--- src/hw/rtl/cdcnt_pkg.sv ---
// Shared types, widths and codes of the coin dispense counter.
package cdcnt_pkg;

  localparam int unsigned CmdW   = 4;
  localparam int unsigned CountW = 16;
  localparam int unsigned TimerW = 24;
  localparam int unsigned CfgIdxW = 2;
  localparam int unsigned CfgDataW = TimerW;

  localparam logic [CountW-1:0] CountMax = {CountW{1'b1}};
  localparam logic [TimerW-1:0] TimerMax = {TimerW{1'b1}};

  localparam logic [TimerW-1:0] TimeoutReset  = TimerW'(10000);
  localparam logic [TimerW-1:0] IntervalReset = TimerW'(1000);

  typedef enum logic [CmdW-1:0] {
    CMD_TICK        = 4'd0,
    CMD_COIN        = 4'd1,
    CMD_DISPENSE    = 4'd2,
    CMD_STOP        = 4'd3,
    CMD_RESET       = 4'd4,
    CMD_GET         = 4'd5,
    CMD_CLR_STATUS  = 4'd6,
    CMD_CLR_EVENT   = 4'd7,
    CMD_TAKE_COIN   = 4'd8
  } cmd_e;

  typedef enum logic [CfgIdxW-1:0] {
    CFG_TIMEOUT   = 2'd0,
    CFG_INTERVAL  = 2'd1,
    CFG_HAS_RELAY = 2'd2
  } cfg_idx_e;

  typedef struct packed {
    logic [TimerW-1:0] timeout_ticks;
    logic [TimerW-1:0] status_interval_ticks;
    logic              has_relay;
  } cfg_t;

  typedef struct packed {
    logic [CountW-1:0] count;
    logic [CountW-1:0] target;
    logic              active;
    logic              reached;
    logic              timed_out;
    logic [TimerW-1:0] idle_timer;
    logic [TimerW-1:0] report_timer;
    logic              report;
    logic              event_flag;
    logic              coin_seen;
    logic              relay;
  } state_t;

endpackage

--- src/hw/rtl/cdcnt_if.sv ---
// Command and result channel interfaces of the coin dispense counter.
interface cdcnt_cmd_if;
  logic                          valid;
  logic                          ready;
  logic [cdcnt_pkg::CmdW-1:0]    cmd;
  logic [cdcnt_pkg::CountW-1:0]  amount;

  modport source (output valid, output cmd, output amount, input ready);
  modport sink (input valid, input cmd, input amount, output ready);
endinterface

interface cdcnt_res_if;
  logic                          valid;
  logic                          ready;
  logic [cdcnt_pkg::CountW-1:0]  coin_count;
  logic [cdcnt_pkg::CountW-1:0]  target_count;
  logic                          dispensing;
  logic                          goal_met;
  logic                          timed_out;
  logic                          relay_on;
  logic                          status_pending;
  logic                          event_pending;
  logic                          new_coin;

  modport source (
    output valid, output coin_count, output target_count, output dispensing,
    output goal_met, output timed_out, output relay_on,
    output status_pending, output event_pending, output new_coin,
    input ready
  );
  modport sink (
    input valid, input coin_count, input target_count, input dispensing,
    input goal_met, input timed_out, input relay_on,
    input status_pending, input event_pending, input new_coin,
    output ready
  );
endinterface

--- src/hw/rtl/coin_dispense_counter_core.sv ---
// Top level of the coin dispense counter: state, configuration and result register.
//
//   channel   dir  handshake       payload
//   cmd_i     in   valid / ready   cmd, amount
//   res_o     out  valid / ready   coin_count .. new_coin, one per command
//   cfg_*     in   cfg_we_i        cfg_idx_i, cfg_wdata_i
//
// One command per cycle unless a held result stalls; result in the cycle after.
// The result register frees itself in the cycle it is taken, so cmd_i.ready
// stays high while res_o.ready is high.
// Reset clears all counter state, sets configuration to its defaults.
module coin_dispense_counter_core (
  input  logic                              clk_i,
  input  logic                              rst_ni,
  input  logic                              cfg_we_i,
  input  logic [cdcnt_pkg::CfgIdxW-1:0]     cfg_idx_i,
  input  logic [cdcnt_pkg::CfgDataW-1:0]    cfg_wdata_i,
  cdcnt_cmd_if.sink                         cmd_i,
  cdcnt_res_if.source                       res_o
);

  cdcnt_pkg::cfg_t   cfg_q;
  cdcnt_pkg::state_t state_q;
  cdcnt_pkg::state_t state_d;
  logic              new_coin_d;
  logic              new_coin_q;
  logic              res_valid_q;
  logic              accept;

  assign cmd_i.ready = !res_valid_q || res_o.ready;
  assign accept      = cmd_i.valid && cmd_i.ready;

  always_ff @(posedge clk_i or negedge rst_ni) begin
    if (!rst_ni) begin
      cfg_q.timeout_ticks         <= cdcnt_pkg::TimeoutReset;
      cfg_q.status_interval_ticks <= cdcnt_pkg::IntervalReset;
      cfg_q.has_relay             <= 1'b1;
    end else if (cfg_we_i) begin
      case (cfg_idx_i)
        cdcnt_pkg::CFG_TIMEOUT:   cfg_q.timeout_ticks         <= cfg_wdata_i;
        cdcnt_pkg::CFG_INTERVAL:  cfg_q.status_interval_ticks <= cfg_wdata_i;
        cdcnt_pkg::CFG_HAS_RELAY: cfg_q.has_relay             <= cfg_wdata_i[0];
        default: begin
        end
      endcase
    end
  end

  cdcnt_next u_next (
    .state_i    (state_q),
    .cfg_i      (cfg_q),
    .cmd_i      (cmd_i.cmd),
    .amount_i   (cmd_i.amount),
    .state_o    (state_d),
    .new_coin_o (new_coin_d)
  );

  always_ff @(posedge clk_i or negedge rst_ni) begin
    if (!rst_ni) begin
      state_q     <= '0;
      new_coin_q  <= 1'b0;
      res_valid_q <= 1'b0;
    end else begin
      if (accept) begin
        state_q    <= state_d;
        new_coin_q <= new_coin_d;
      end
      if (accept) begin
        res_valid_q <= 1'b1;
      end else if (res_o.ready) begin
        res_valid_q <= 1'b0;
      end
    end
  end

  assign res_o.valid          = res_valid_q;
  assign res_o.coin_count     = state_q.count;
  assign res_o.target_count   = state_q.target;
  assign res_o.dispensing     = state_q.active;
  assign res_o.goal_met       = state_q.reached;
  assign res_o.timed_out      = state_q.timed_out;
  assign res_o.relay_on       = state_q.relay;
  assign res_o.status_pending = state_q.report;
  assign res_o.event_pending  = state_q.event_flag;
  assign res_o.new_coin       = new_coin_q;

endmodule

--- src/hw/rtl/cdcnt_next.sv ---
// Next-state logic of the coin dispense counter for one command.
module cdcnt_next (
  input  cdcnt_pkg::state_t               state_i,
  input  cdcnt_pkg::cfg_t                 cfg_i,
  input  logic [cdcnt_pkg::CmdW-1:0]      cmd_i,
  input  logic [cdcnt_pkg::CountW-1:0]    amount_i,
  output cdcnt_pkg::state_t               state_o,
  output logic                            new_coin_o
);

  logic [cdcnt_pkg::TimerW-1:0] idle_inc;
  logic [cdcnt_pkg::TimerW-1:0] report_inc;
  logic [cdcnt_pkg::CountW-1:0] count_inc;

  assign idle_inc   = (state_i.idle_timer < cdcnt_pkg::TimerMax) ?
                      state_i.idle_timer + cdcnt_pkg::TimerW'(1) : state_i.idle_timer;
  assign report_inc = (state_i.report_timer < cdcnt_pkg::TimerMax) ?
                      state_i.report_timer + cdcnt_pkg::TimerW'(1) : state_i.report_timer;
  assign count_inc  = (state_i.count < cdcnt_pkg::CountMax) ?
                      state_i.count + cdcnt_pkg::CountW'(1) : state_i.count;

  always_comb begin
    state_o    = state_i;
    new_coin_o = 1'b0;
    case (cmd_i)
      cdcnt_pkg::CMD_TICK: begin
        state_o.idle_timer   = idle_inc;
        state_o.report_timer = report_inc;
        if (state_i.active && report_inc >= cfg_i.status_interval_ticks) begin
          state_o.report       = 1'b1;
          state_o.report_timer = '0;
        end
        if (state_i.active && !state_i.reached && idle_inc >= cfg_i.timeout_ticks) begin
          state_o.timed_out  = 1'b1;
          state_o.active     = 1'b0;
          state_o.event_flag = 1'b1;
          if (cfg_i.has_relay) begin
            state_o.relay = 1'b0;
          end
        end
      end
      cdcnt_pkg::CMD_COIN: begin
        state_o.count      = count_inc;
        state_o.coin_seen  = 1'b1;
        state_o.idle_timer = '0;
        state_o.timed_out  = 1'b0;
        if (state_i.active && state_i.target != '0 && count_inc >= state_i.target) begin
          state_o.reached    = 1'b1;
          state_o.active     = 1'b0;
          state_o.event_flag = 1'b1;
          if (cfg_i.has_relay) begin
            state_o.relay = 1'b0;
          end
        end
      end
      cdcnt_pkg::CMD_DISPENSE: begin
        if (amount_i != '0) begin
          state_o.target       = amount_i;
          state_o.count        = '0;
          state_o.active       = 1'b1;
          state_o.reached      = 1'b0;
          state_o.timed_out    = 1'b0;
          state_o.idle_timer   = '0;
          state_o.report_timer = '0;
          state_o.report       = 1'b1;
          if (cfg_i.has_relay) begin
            state_o.relay = 1'b1;
          end
        end
      end
      cdcnt_pkg::CMD_STOP: begin
        state_o.active = 1'b0;
        state_o.report = 1'b1;
        if (cfg_i.has_relay) begin
          state_o.relay = 1'b0;
        end
      end
      cdcnt_pkg::CMD_RESET: begin
        state_o.count        = '0;
        state_o.coin_seen    = 1'b0;
        state_o.reached      = 1'b0;
        state_o.timed_out    = 1'b0;
        state_o.active       = 1'b0;
        state_o.target       = '0;
        state_o.idle_timer   = '0;
        state_o.report_timer = '0;
        state_o.report       = 1'b1;
      end
      cdcnt_pkg::CMD_GET: begin
        state_o.report = 1'b1;
      end
      cdcnt_pkg::CMD_CLR_STATUS: begin
        state_o.report = 1'b0;
      end
      cdcnt_pkg::CMD_CLR_EVENT: begin
        state_o.event_flag = 1'b0;
      end
      cdcnt_pkg::CMD_TAKE_COIN: begin
        new_coin_o        = state_i.coin_seen;
        state_o.coin_seen = 1'b0;
      end
      default: begin
      end
    endcase
  end

endmodule

--- src/flat_wrapper.sv ---
// flat-port wrapper written by rule: the top's interface ports become plain ports
module coin_dispense_counter_core_flat 
  (clk_i, rst_ni, cfg_we_i, cfg_idx_i, cfg_wdata_i, cmd_i_valid, cmd_i_cmd, cmd_i_amount, cmd_i_ready, res_o_valid, res_o_coin_count, res_o_target_count, res_o_dispensing, res_o_goal_met, res_o_timed_out, res_o_relay_on, res_o_status_pending, res_o_event_pending, res_o_new_coin, res_o_ready);
  cdcnt_cmd_if cmd_i_i ();
  cdcnt_res_if res_o_i ();
  input  logic clk_i;
  input  logic rst_ni;
  input  logic cfg_we_i;
  input  logic [cdcnt_pkg::CfgIdxW-1:0] cfg_idx_i;
  input  logic [cdcnt_pkg::CfgDataW-1:0] cfg_wdata_i;
  input wire logic [$bits(cmd_i_i.valid)-1:0] cmd_i_valid;
  input wire logic [$bits(cmd_i_i.cmd)-1:0] cmd_i_cmd;
  input wire logic [$bits(cmd_i_i.amount)-1:0] cmd_i_amount;
  output wire logic [$bits(cmd_i_i.ready)-1:0] cmd_i_ready;
  output wire logic [$bits(res_o_i.valid)-1:0] res_o_valid;
  output wire logic [$bits(res_o_i.coin_count)-1:0] res_o_coin_count;
  output wire logic [$bits(res_o_i.target_count)-1:0] res_o_target_count;
  output wire logic [$bits(res_o_i.dispensing)-1:0] res_o_dispensing;
  output wire logic [$bits(res_o_i.goal_met)-1:0] res_o_goal_met;
  output wire logic [$bits(res_o_i.timed_out)-1:0] res_o_timed_out;
  output wire logic [$bits(res_o_i.relay_on)-1:0] res_o_relay_on;
  output wire logic [$bits(res_o_i.status_pending)-1:0] res_o_status_pending;
  output wire logic [$bits(res_o_i.event_pending)-1:0] res_o_event_pending;
  output wire logic [$bits(res_o_i.new_coin)-1:0] res_o_new_coin;
  input wire logic [$bits(res_o_i.ready)-1:0] res_o_ready;
  assign cmd_i_i.valid = cmd_i_valid;
  assign cmd_i_i.cmd = cmd_i_cmd;
  assign cmd_i_i.amount = cmd_i_amount;
  assign cmd_i_ready = cmd_i_i.ready;
  assign res_o_valid = res_o_i.valid;
  assign res_o_coin_count = res_o_i.coin_count;
  assign res_o_target_count = res_o_i.target_count;
  assign res_o_dispensing = res_o_i.dispensing;
  assign res_o_goal_met = res_o_i.goal_met;
  assign res_o_timed_out = res_o_i.timed_out;
  assign res_o_relay_on = res_o_i.relay_on;
  assign res_o_status_pending = res_o_i.status_pending;
  assign res_o_event_pending = res_o_i.event_pending;
  assign res_o_new_coin = res_o_i.new_coin;
  assign res_o_i.ready = res_o_ready;
  coin_dispense_counter_core u_core (.clk_i(clk_i), .rst_ni(rst_ni), .cfg_we_i(cfg_we_i), .cfg_idx_i(cfg_idx_i), .cfg_wdata_i(cfg_wdata_i), .cmd_i(cmd_i_i), .res_o(res_o_i));
endmodule
--- config.mk ---
export PLATFORM = sky130hd
export DESIGN_NAME = coin_dispense_counter_core_flat
export DESIGN_NICKNAME = d
export VERILOG_FILES = /design/src/hw/rtl/cdcnt_pkg.sv /design/src/hw/rtl/cdcnt_if.sv /design/src/hw/rtl/coin_dispense_counter_core.sv /design/src/hw/rtl/cdcnt_next.sv /design/src/flat_wrapper.sv
export SDC_FILE = /design/constraint.sdc
export NUM_CORES = 1
export LEC_CHECK = 0
export ABC_AREA = 1
export BUFFER_PORTS_ARGS = -buffer_cell sky130_fd_sc_hd__buf_4
export CORE_MARGIN = 2
export CORE_UTILIZATION = 55
export DETAILED_ROUTE_END_ITERATION = 10
export PLACE_DENSITY_LB_ADDON = 0.3
export SKIP_CTS_REPAIR_TIMING = 1
export SLEW_MARGIN = 20
export SYNTH_ARGS = -nofsm -noshare
export SYNTH_HDL_FRONTEND = slang
export SYNTH_SLANG_ARGS = --single-unit
--- constraint.sdc ---
create_clock -name clk_i -period 3.39 [get_ports clk_i]
set_input_delay 0.678 -clock clk_i [delete_from_list [all_inputs] [get_ports clk_i]]
set_output_delay 0.678 -clock clk_i [all_outputs]
set_load 0.02 [all_outputs]
==> impl_metrics.tcl, run 1 <==
set metrics [dict create \
    status "finished, final reports clean" \
    setup_tns_ps 0 \
    peakVddDrop_v 0.000515 \
    crit_required_ps 3750 \
    antenna_left 0 \
    place_area_mm2 0.0100 \
    yosysTopAreaCellShare_pct 33.7 \
    final_common_cell "nand2_1" \
    cp_max_fo 24 \
    relSlewSlack_pct 46.7 \
    synth.distinct_cells 47 \
    path_cells "ha_1 > inv_2 > nor2_2 > nand2_1 > nor2_4 > nand4_4 > nand2_1 > nor2_1 > a21oi_2 > ha_1 > nand2_1 > nor2_1 > and2_1 > nor2_1 > nand2_1 > nand2_1 > nand3_1 > nand2_2 > buf_12 > nand3_1 > nand2_1" \
    syn2layout_area_growth_pct 14.6 \
    rows 47 \
    io-pin-count 92 \
    viasPerCell 5.33 \
    grt_pass1_wl_um 38900 \
    n_fill_cell 1443 \
    ys_ff_latch 138 \
    fp.dieArea_mm2 0.0181 \
    synth.avg_cell_area_um2 7.40 \
    ys_seq_area_share_pct 37.1 \
    crit_top_cell "nand2_1" \
    vias 8313 \
    end_kind "flip-flop" \
    antenna_found_initial 0 \
    worstSkewPairLatency_ps 430 \
    portBuffers 91 \
    netlist_instances 1264 \
    fin_total_pwr_mw 5.77 \
    fin_crit_ps 3100 \
    drt_iter0_drc 514 \
    syn_area_mm2 0.00936 \
    synth_area_leader_cell "dfrtp_1" \
    finalMaxSlewViolations 0 \
    overflow 0 \
    fin_crit_sh_pct 91.4 \
    drive_above_1_share_pct 14.6 \
    start_util_pct 56.4 \
    crit_family "simple AND/OR/NAND/NOR gates" \
    ys.flop_type "dfrtp_1" \
    gp_congestion 0.930 \
    worst_hold_slack_ps 284 \
    powerDensity_mw_per_mm2 538 \
    clkTransAtPathRegs_ps 60 \
    dp_hpwl_um 17400 \
    cts_buffers 17 \
    layout_common_cells "nand2_1, inv_1, dfrtp_1, buf_4, o21ai_0" \
    synth.area.top_cells "dfrtp_1, nand2_1, ha_1, inv_1, o21ai_0" \
    fmax_mhz 323 \
    cap_violations 0 \
    grt_pass1_vias 7984 \
    crit_buf_inv 2 \
    hp-class "in -> async" \
    multi_input_area_mm2 0.00485 \
    diodes 0 \
    syn_nets 1382 \
    seq_area_mm2 0.00347 \
    leakagePower_nw 5.65 \
    wire_per_inst_um 14.8 \
    setup_viol 0 \
    post-route-cell-area_mm2 0.0107 \
    worst_ep_arrival_time_ps 3450 \
    tightest_slew_ps 795 \
    crit_path_start_kind "flip-flop" \
    path_class "reg -> reg" \
    clockBufferDepth 2 \
    crit_slowest_cell "dfrtp_2" \
    synth_edf_count 0 \
    drc 0 \
    core_area_mm2 0.0166 \
    skew_ps 8.42 \
    ys_warn_count 0 \
    die_w_um 134 \
    root_buffer "clkbuf_16" \
    cts_tree "built" \
    h-tree-depth 4 \
    ys_async_sr_fraction_pct 100 \
    cpPeakStageDelay_ps 420 \
    grt_max_degree 76 \
    drt_first_pass_iters 5 \
    cts.sink_count 138 \
    globalRouteTotalUtil_pct 26.9 \
    wirelength_um 23100 \
    finalHoldViolations 0 \
    nets 1445 \
    fp.dieH_um 134 \
]
-- registers in the layout (all words and copies together), names as in the netlist --
name and count:
u_core.res_o.timed_out 1, u_core.res_o.event_pending 1, u_core.state_q 49, u_core.res_o.dispensing 1, u_core.res_o.valid 1, u_core.res_o.target_count 16
u_core.res_o.goal_met 1, u_core.cfg_q 49, u_core.res_o.coin_count 16, u_core.res_o.relay_on 1, u_core.res_o.new_coin 1, u_core.res_o.status_pending 1
-- stage by stage --
step           setup WS, ps  cells  util, %
6_report                293   1560     64.7
5_1_grt               -18.9   1560     64.7
4_1_cts                37.2   1559     64.2
3_5_place_dp            125   1527     60.5
3_3_place_gp            203   1527     60.5
2_1_floorplan           613   1264        -
-- routing by layer --
layer	share of wire [%]	GRT usage, %
met5	0	0
met4	3.3	11.1
met3	6.2	6.08
met2	46	43.4
met1	45	35.1
-- cells by family (layout without fill, tap and decap cells) --
family | after synthesis | in the layout | synth area share, %
xor gates and xnor gates | 51 | 51 | 5.02
and+or+nand+nor | 604 | 604 | 28.3
DFF | 138 | 138 | 37.1
buffers and inverters | 246 | 322 | 11.7
adders and majority gates | 67 | 67 | 8.96
AOI/OAI and AO/OA | 158 | 158 | 8.95
-- area by class of cell --
| class | instances | area share, % |
|---|---|---|
| Timing Repair Buffer | 105 | 7.62 |
| Sequential cell | 138 | 32.4 |
| Tap cell | 220 | 2.57 |
| Inverter | 185 | 6.50 |
| Clock inverter | 10 | 1.31 |
| Multi-Input combinational cell | 880 | 45.2 |
| Clock buffer | 22 | 4.42 |
-- report_power, final --
group	total (mW)	switching, mW	internal (mW)
clock	1.94	0.725	1.22
combinational	1.67	1.03	0.639
sequential	2.16	0.229	1.93
-- cell usage after synthesis, types with 6 or more instances --
| master | instances |
|---|---|
| a21oi_1 | 36 |
| buf_2 | 10 |
| buf_4 | 34 |
| clkbuf_1 | 10 |
| dfrtp_1 | 126 |
| dfstp_2 | 12 |
| ha_1 | 67 |
| inv_1 | 180 |
| nand2_1 | 362 |
| nand3_1 | 82 |
| nand4_1 | 23 |
| nor2_1 | 82 |
| nor2_2 | 6 |
| nor3_1 | 18 |
| o21ai_0 | 98 |
| o21ai_1 | 12 |
| xnor2_1 | 17 |
| xor2_1 | 31 |
-- final timing paths --
kind	start	to	slack, ps	depth (start not counted)
setup / recovery	u_core.state_q[4]$_DFFE_PN0P_	u_core.state_q[19]$_DFFE_PN0P_	290	21
hold / removal	rst_ni	u_core.cfg_q[11]$_DFFE_PN0P_	280	1
setup reg to reg	u_core.state_q[4]$_DFFE_PN0P_	u_core.state_q[19]$_DFFE_PN0P_	290	21
hold reg to reg	u_core.cfg_q[27]$_DFFE_PN0P_	u_core.cfg_q[27]$_DFFE_PN0P_	480	2
max in group asynchronous	rst_ni	u_core.res_o.target_count[13]$_DFFE_PN0P_	2360	2
min in group clk_i	u_core.cfg_q[27]$_DFFE_PN0P_	u_core.cfg_q[27]$_DFFE_PN0P_	480	2
No activity file was read; power rests on OpenSTA's default activity.
==> run 2: changes to the inputs <==
==> constraint.sdc (replaced) <==
create_clock -name clk_i -period 3.9 [get_ports clk_i]
set_input_delay 0.195 -clock clk_i [delete_from_list [all_inputs] [get_ports clk_i]]
set_output_delay 0.195 -clock clk_i [all_outputs]
set_load 0.02 [all_outputs]
==> run 2 against run 1 <==
Against the previous run: clock power down 13%; hold slack worse by 270 ps; global-route usage up 0.34 points; fmax down 9.0%; power down 14%; largest cell class unchanged; die area unchanged; sequential power down 13%; cell count down 0.51%; first-iteration DRC count up 19%.
==> impl_metrics.tcl, run 2 (synthesis gave the netlist of run 1 again) <==
set metrics [dict create \
    hp-class "in -> reg" \
    top_regs "u_core.cfg_q: 49 flops, u_core.state_q: 49 flops" \
    crit_required_ps 4210 \
    peakVddDrop_v 0.000404 \
    antenna_found_initial 0 \
    drive_above_1_share_pct 13.2 \
    cap_violations 0 \
    post-route-cell-area_mm2 0.0106 \
    fin_crit_ps 3400 \
    internal_power_mw 3.26 \
    die_w_um 134 \
    sw_frac_of_total_pct 34.2 \
    overflow 0 \
    core_area_mm2 0.0166 \
    drt_first_pass_iters 6 \
    crit_path_start_kind "flip-flop" \
    dp_hpwl_um 17300 \
    leakagePower_nw 5.56 \
    setup_viol 0 \
    cts_tree "built" \
    drt_iter0_drc 610 \
    start_util_pct 56.4 \
    path_cells "ha_1 > nand3_1 > nor3_2 > nand2_1 > nor3_1 > nand2_1 > nor2_1 > nand2_1 > and2_1 > ha_1 > nand2_1 > nor3_1 > nand2_1 > nand2_1 > nand2_1 > a21oi_1 > nand3_1 > nand2_1 > nand2_1" \
    met2_usage_pct 44.5 \
    crit_slowest_cell "dfrtp_1" \
    cp_max_fo 6 \
    crit_top_cell "nand2_1" \
    rows 47 \
    place_area_mm2 0.00995 \
    fp.dieArea_mm2 0.0181 \
    relSlewSlack_pct 42.8 \
    syn2layout_area_growth_pct 13.0 \
    finalHoldViolations 0 \
    cts.sink_count 138 \
    wirelength_um 23200 \
    finalMaxSlewViolations 0 \
    io-pin-count 92 \
    gp_congestion 0.920 \
    portBuffers 91 \
    cpPeakStageDelay_ps 450 \
    worstSkewPairLatency_ps 430 \
    tightest_slew_ps 857 \
    met1_usage_pct 35.1 \
    skew_ps 7.51 \
    setup_tns_ps 0 \
    vias 8287 \
    clockBufferDepth 2 \
    fin_crit_sh_pct 87.2 \
    seqPwrFrac_pct 37.9 \
    h-tree-depth 4 \
    worst_ep_arrival_time_ps 3720 \
    drc 0 \
    clkTransAtPathRegs_ps 60 \
    grt_pass1_vias 8079 \
    nets 1437 \
    layout_common_cells "nand2_1, inv_1, dfrtp_1, o21ai_0, buf_4" \
    grt_max_degree 71 \
    diodes 0 \
    viasPerCell 5.34 \
    end_kind "flip-flop" \
    powerDensity_mw_per_mm2 469 \
    crit_buf_inv 0 \
    cts_buffers 17 \
    grt_pass1_wl_um 39000 \
    wire_per_inst_um 15.0 \
    fin_total_pwr_mw 4.95 \
    crit_family "simple AND/OR/NAND/NOR gates" \
    rsz0062_at_grt "no" \
    status "finished, final reports clean" \
    busiest_layer "met2" \
    fp.dieH_um 134 \
    combPwrFrac_pct 28.2 \
    use_met3_pct 6.95 \
    clkPwrFrac_pct 33.8 \
    globalRouteTotalUtil_pct 27.3 \
    worst_hold_slack_ps 12.0 \
    fmax_mhz 294 \
    path_class "reg -> reg" \
    final_common_cell "nand2_1" \
    root_buffer "clkbuf_16" \
    antenna_left 0 \
    power_switching_mw 1.70 \
]
-- run 2: power groups by stage --
| stage | clock [mW] | sequential (mW) | combinational [mW] |
|---|---|---|---|
| after CTS | 1.70 | 1.88 | 1.41 |
| after global routing | 1.76 | 1.91 | 1.61 |
| after global placement | 0 | 1.89 | 1.35 |
| final | 1.68 | 1.88 | 1.40 |
| after detailed placement | 0 | 1.89 | 1.40 |
| after floorplan | 0 | 1.85 | 1.05 |
-- run 2: cell type report --
type                       instances  area, µm²
fill                            1509       6010
clock inverter                    11        145
inverter                         185        697
timing repair buffer              97        734
sequential                       138       3470
tap                              220        275
multi-input combinational        880       4790
clock buffer                      21        460
-- run 2: routing by layer --
metal  up-vias  routed length (µm)
met5         -                   0
met4         0                 661
met3        49                1620
met2       266               10800
met1      3866               10200
li1       4106                   -
-- run 2: worst min-delay path: stages --
cell	delay [ps]
buf_4	80
nand3_1	60
o21ai_0	60
-- run 2: final timing paths --
kind	from	end	slack, ps	cells after the start
max	u_core.res_o.coin_count[0]$_DFFE_PN0P_	u_core.res_o.event_pending$_DFFE_PN0P_	500	19
min	cmd_i_amount[1]	u_core.res_o.target_count[1]$_DFFE_PN0P_	10	3
max reg2reg	u_core.res_o.coin_count[0]$_DFFE_PN0P_	u_core.res_o.event_pending$_DFFE_PN0P_	500	19
min reg2reg	u_core.res_o.new_coin$_DFFE_PN0P_	u_core.res_o.new_coin$_DFFE_PN0P_	480	2
max in group asynchronous	rst_ni	u_core.cfg_q[0]$_DFFE_PN1P_	2600	3
min in group asynchronous	rst_ni	u_core.cfg_q[11]$_DFFE_PN0P_	320	2
-- run 2: through the flow --
stage                     cells  setup slack, ps  util [%]
after global placement     1519              463      60.0
after detailed placement   1519              398      60.0
final                      1552              498      63.7
after floorplan            1264             1120         -
after global routing       1552             34.7      63.7
after CTS                  1551              369      63.7
==> run 3: changes to the inputs <==
RECOVER_POWER = 25   (was unset)
==> run 3 against run 2 <==
Against the previous run: the run now ends with capacitance limit, slew limit left; design area decreased by 0.13%; hold slack worse by 3.2 ps; setup slack better by 16 ps; clock power hardly changed; via count is 0.11% lower; sequential cell count unchanged; global-route usage unchanged; sequential power about the same; clock skew barely moved; critical path type unchanged; critical endpoint is now u_core.res_o.timed_out$_DFFE_PN0P_; largest cell class unchanged; largest power group unchanged; highest routed layer unchanged.
==> impl_metrics.tcl, run 3 (synthesis gave the netlist of run 1 again) <==
set metrics [dict create \
    clkPwrFrac_pct 33.9 \
    skew_ps 7.27 \
    rsz0062_at_grt "no" \
    end_kind "flip-flop" \
    drt_first_pass_iters 6 \
    status "complete, but fails checks" \
    worstSkewPairLatency_ps 430 \
    cts.sink_count 138 \
    clkTransAtPathRegs_ps 60 \
    fp.dieH_um 134 \
    setup_tns_ps 0 \
    wirelength_um 23200 \
    met2_usage_pct 44.5 \
    path_class "reg -> reg" \
    diodes 0 \
    met1_usage_pct 35.1 \
    top_regs "u_core.cfg_q: 49 flops, u_core.state_q: 49 flops" \
    crit_top_cell "nand2_1" \
    fin_crit_ps 3390 \
    crit_path_start_kind "flip-flop" \
    root_buffer "clkbuf_16" \
    use_met3_pct 6.95 \
    grt_pass1_wl_um 39000 \
    layout_common_cells "nand2_1, inv_1, dfrtp_1, o21ai_0, buf_4" \
    core_area_mm2 0.0166 \
    sw_frac_of_total_pct 34.2 \
    seqPwrFrac_pct 37.9 \
    wire_per_inst_um 15.0 \
    final_common_cell "nand2_1" \
    fin_crit_sh_pct 86.8 \
    h-tree-depth 4 \
    multi_input_area_mm2 0.00479 \
    finalHoldViolations 0 \
    n_fill_cell 1513 \
    dp_cells 1519 \
    cpPeakStageDelay_ps 470 \
    nets 1437 \
    rows 47 \
    overflow 0 \
    drc 0 \
    clockBufferDepth 2 \
    stdcell_count 1552 \
    path_cells "ha_1 > nand2_1 > nor2_1 > inv_1 > nor4_2 > nand2_2 > nand2_1 > ha_1 > nand2_1 > nor2_1 > and2_1 > a21oi_1 > nand2_1 > nand2_1 > nand2_1 > a21oi_1 > nor2_1" \
    cts_tree "built" \
    busiest_layer "met2" \
    cts_buffers 17 \
    cap_violations 3 \
    cp_max_fo 21 \
    grt_pass1_vias 8079 \
    violations "capacitance limit, slew limit" \
    finalMaxSlewViolations 169 \
    gp_congestion 0.920 \
    drt_iter0_drc 631 \
    setup_ws_ps 514 \
    portBuffers 91 \
    worst_ep_arrival_time_ps 3670 \
    fmax_mhz 295 \
    seq_area_mm2 0.00347 \
    vias 8278 \
    tightest_slew_ps 1840 \
    start_util_pct 56.4 \
    antenna_found_initial 0 \
    powerDensity_mw_per_mm2 469 \
    antenna_left 0 \
    drive_above_1_share_pct 13.0 \
    worst_hold_slack_ps 8.82 \
    fp.dieArea_mm2 0.0181 \
    syn2layout_area_growth_pct 12.9 \
    globalRouteTotalUtil_pct 27.3 \
    die_w_um 134 \
    relSlewSlack_pct -22.5 \
    viasPerCell 5.33 \
    crit_required_ps 4190 \
    setup_viol 0 \
    fin_total_pwr_mw 4.96 \
    crit_slowest_cell "dfrtp_1" \
    power_switching_mw 1.70 \
    pre_cts_slack_ps 398 \
    dp_hpwl_um 17300 \
    grt_max_degree 71 \
    internal_power_mw 3.26 \
    combPwrFrac_pct 28.2 \
    io-pin-count 92 \
    hp-class "in -> reg" \
    peakVddDrop_v 0.000405 \
    leakagePower_nw 5.55 \
]
==> run 3: power groups by stage <==
stage	Sequential (mW)	Clock, mW	Combinational (mW)
after floorplan	1.85	0	1.05
after global placement	1.89	0	1.35
after detailed placement	1.89	0	1.40
after CTS	1.88	1.70	1.41
after global routing	1.91	1.76	1.61
final	1.88	1.68	1.40
==> run 3: critical path, delay by kind of cell (launching register included) <==
family          cells  cell delay [ps]
simple gates       12             1700
fa+ha+maj           2              550
flops               1              470
compound gates      2              430
buf+inv             1               90
==> run 3: final timing paths <==
check | start | to | slack (ps) | cells past startpoint
setup / recovery | u_core.state_q[28]$_DFFE_PN0P_ | u_core.res_o.timed_out$_DFFE_PN0P_ | 510 | 17
hold / removal | cmd_i_amount[14] | u_core.res_o.target_count[14]$_DFFE_PN0P_ | 9 | 3
setup reg to reg | u_core.state_q[28]$_DFFE_PN0P_ | u_core.res_o.timed_out$_DFFE_PN0P_ | 510 | 17
hold reg to reg | u_core.res_o.new_coin$_DFFE_PN0P_ | u_core.res_o.new_coin$_DFFE_PN0P_ | 480 | 2
max in group asynchronous | rst_ni | u_core.cfg_q[4]$_DFFE_PN1P_ | 1800 | 3
min in group asynchronous | rst_ni | u_core.cfg_q[11]$_DFFE_PN0P_ | 750 | 2
==> run 3: layout make-up <==
cell class	instances	share of cell area [%]
Clock buffer	21	4.36
Clock inverter	11	1.37
Inverter	185	6.60
Multi-Input combinational cell	880	45.4
Sequential cell	138	32.9
Tap cell	220	2.61
Timing Repair Buffer	97	6.83
==> run 3: per-layer routing <==
metal / vias up / routed length, µm
met5: - / 0
met4: 0 / 645
met3: 45 / 1580
met2: 268 / 10800
met1: 3863 / 10200
li1: 4102 / -
==> run 3: per-stage QoR <==
stage / util (%) / area [µm²]
4_1_cts: 63.7 / 10600
6_report: 63.7 / 10600
3_5_place_dp: 60.0 / 9950
2_1_floorplan: - / 9360
3_3_place_gp: 60.0 / 9950
5_1_grt: 63.7 / 10600
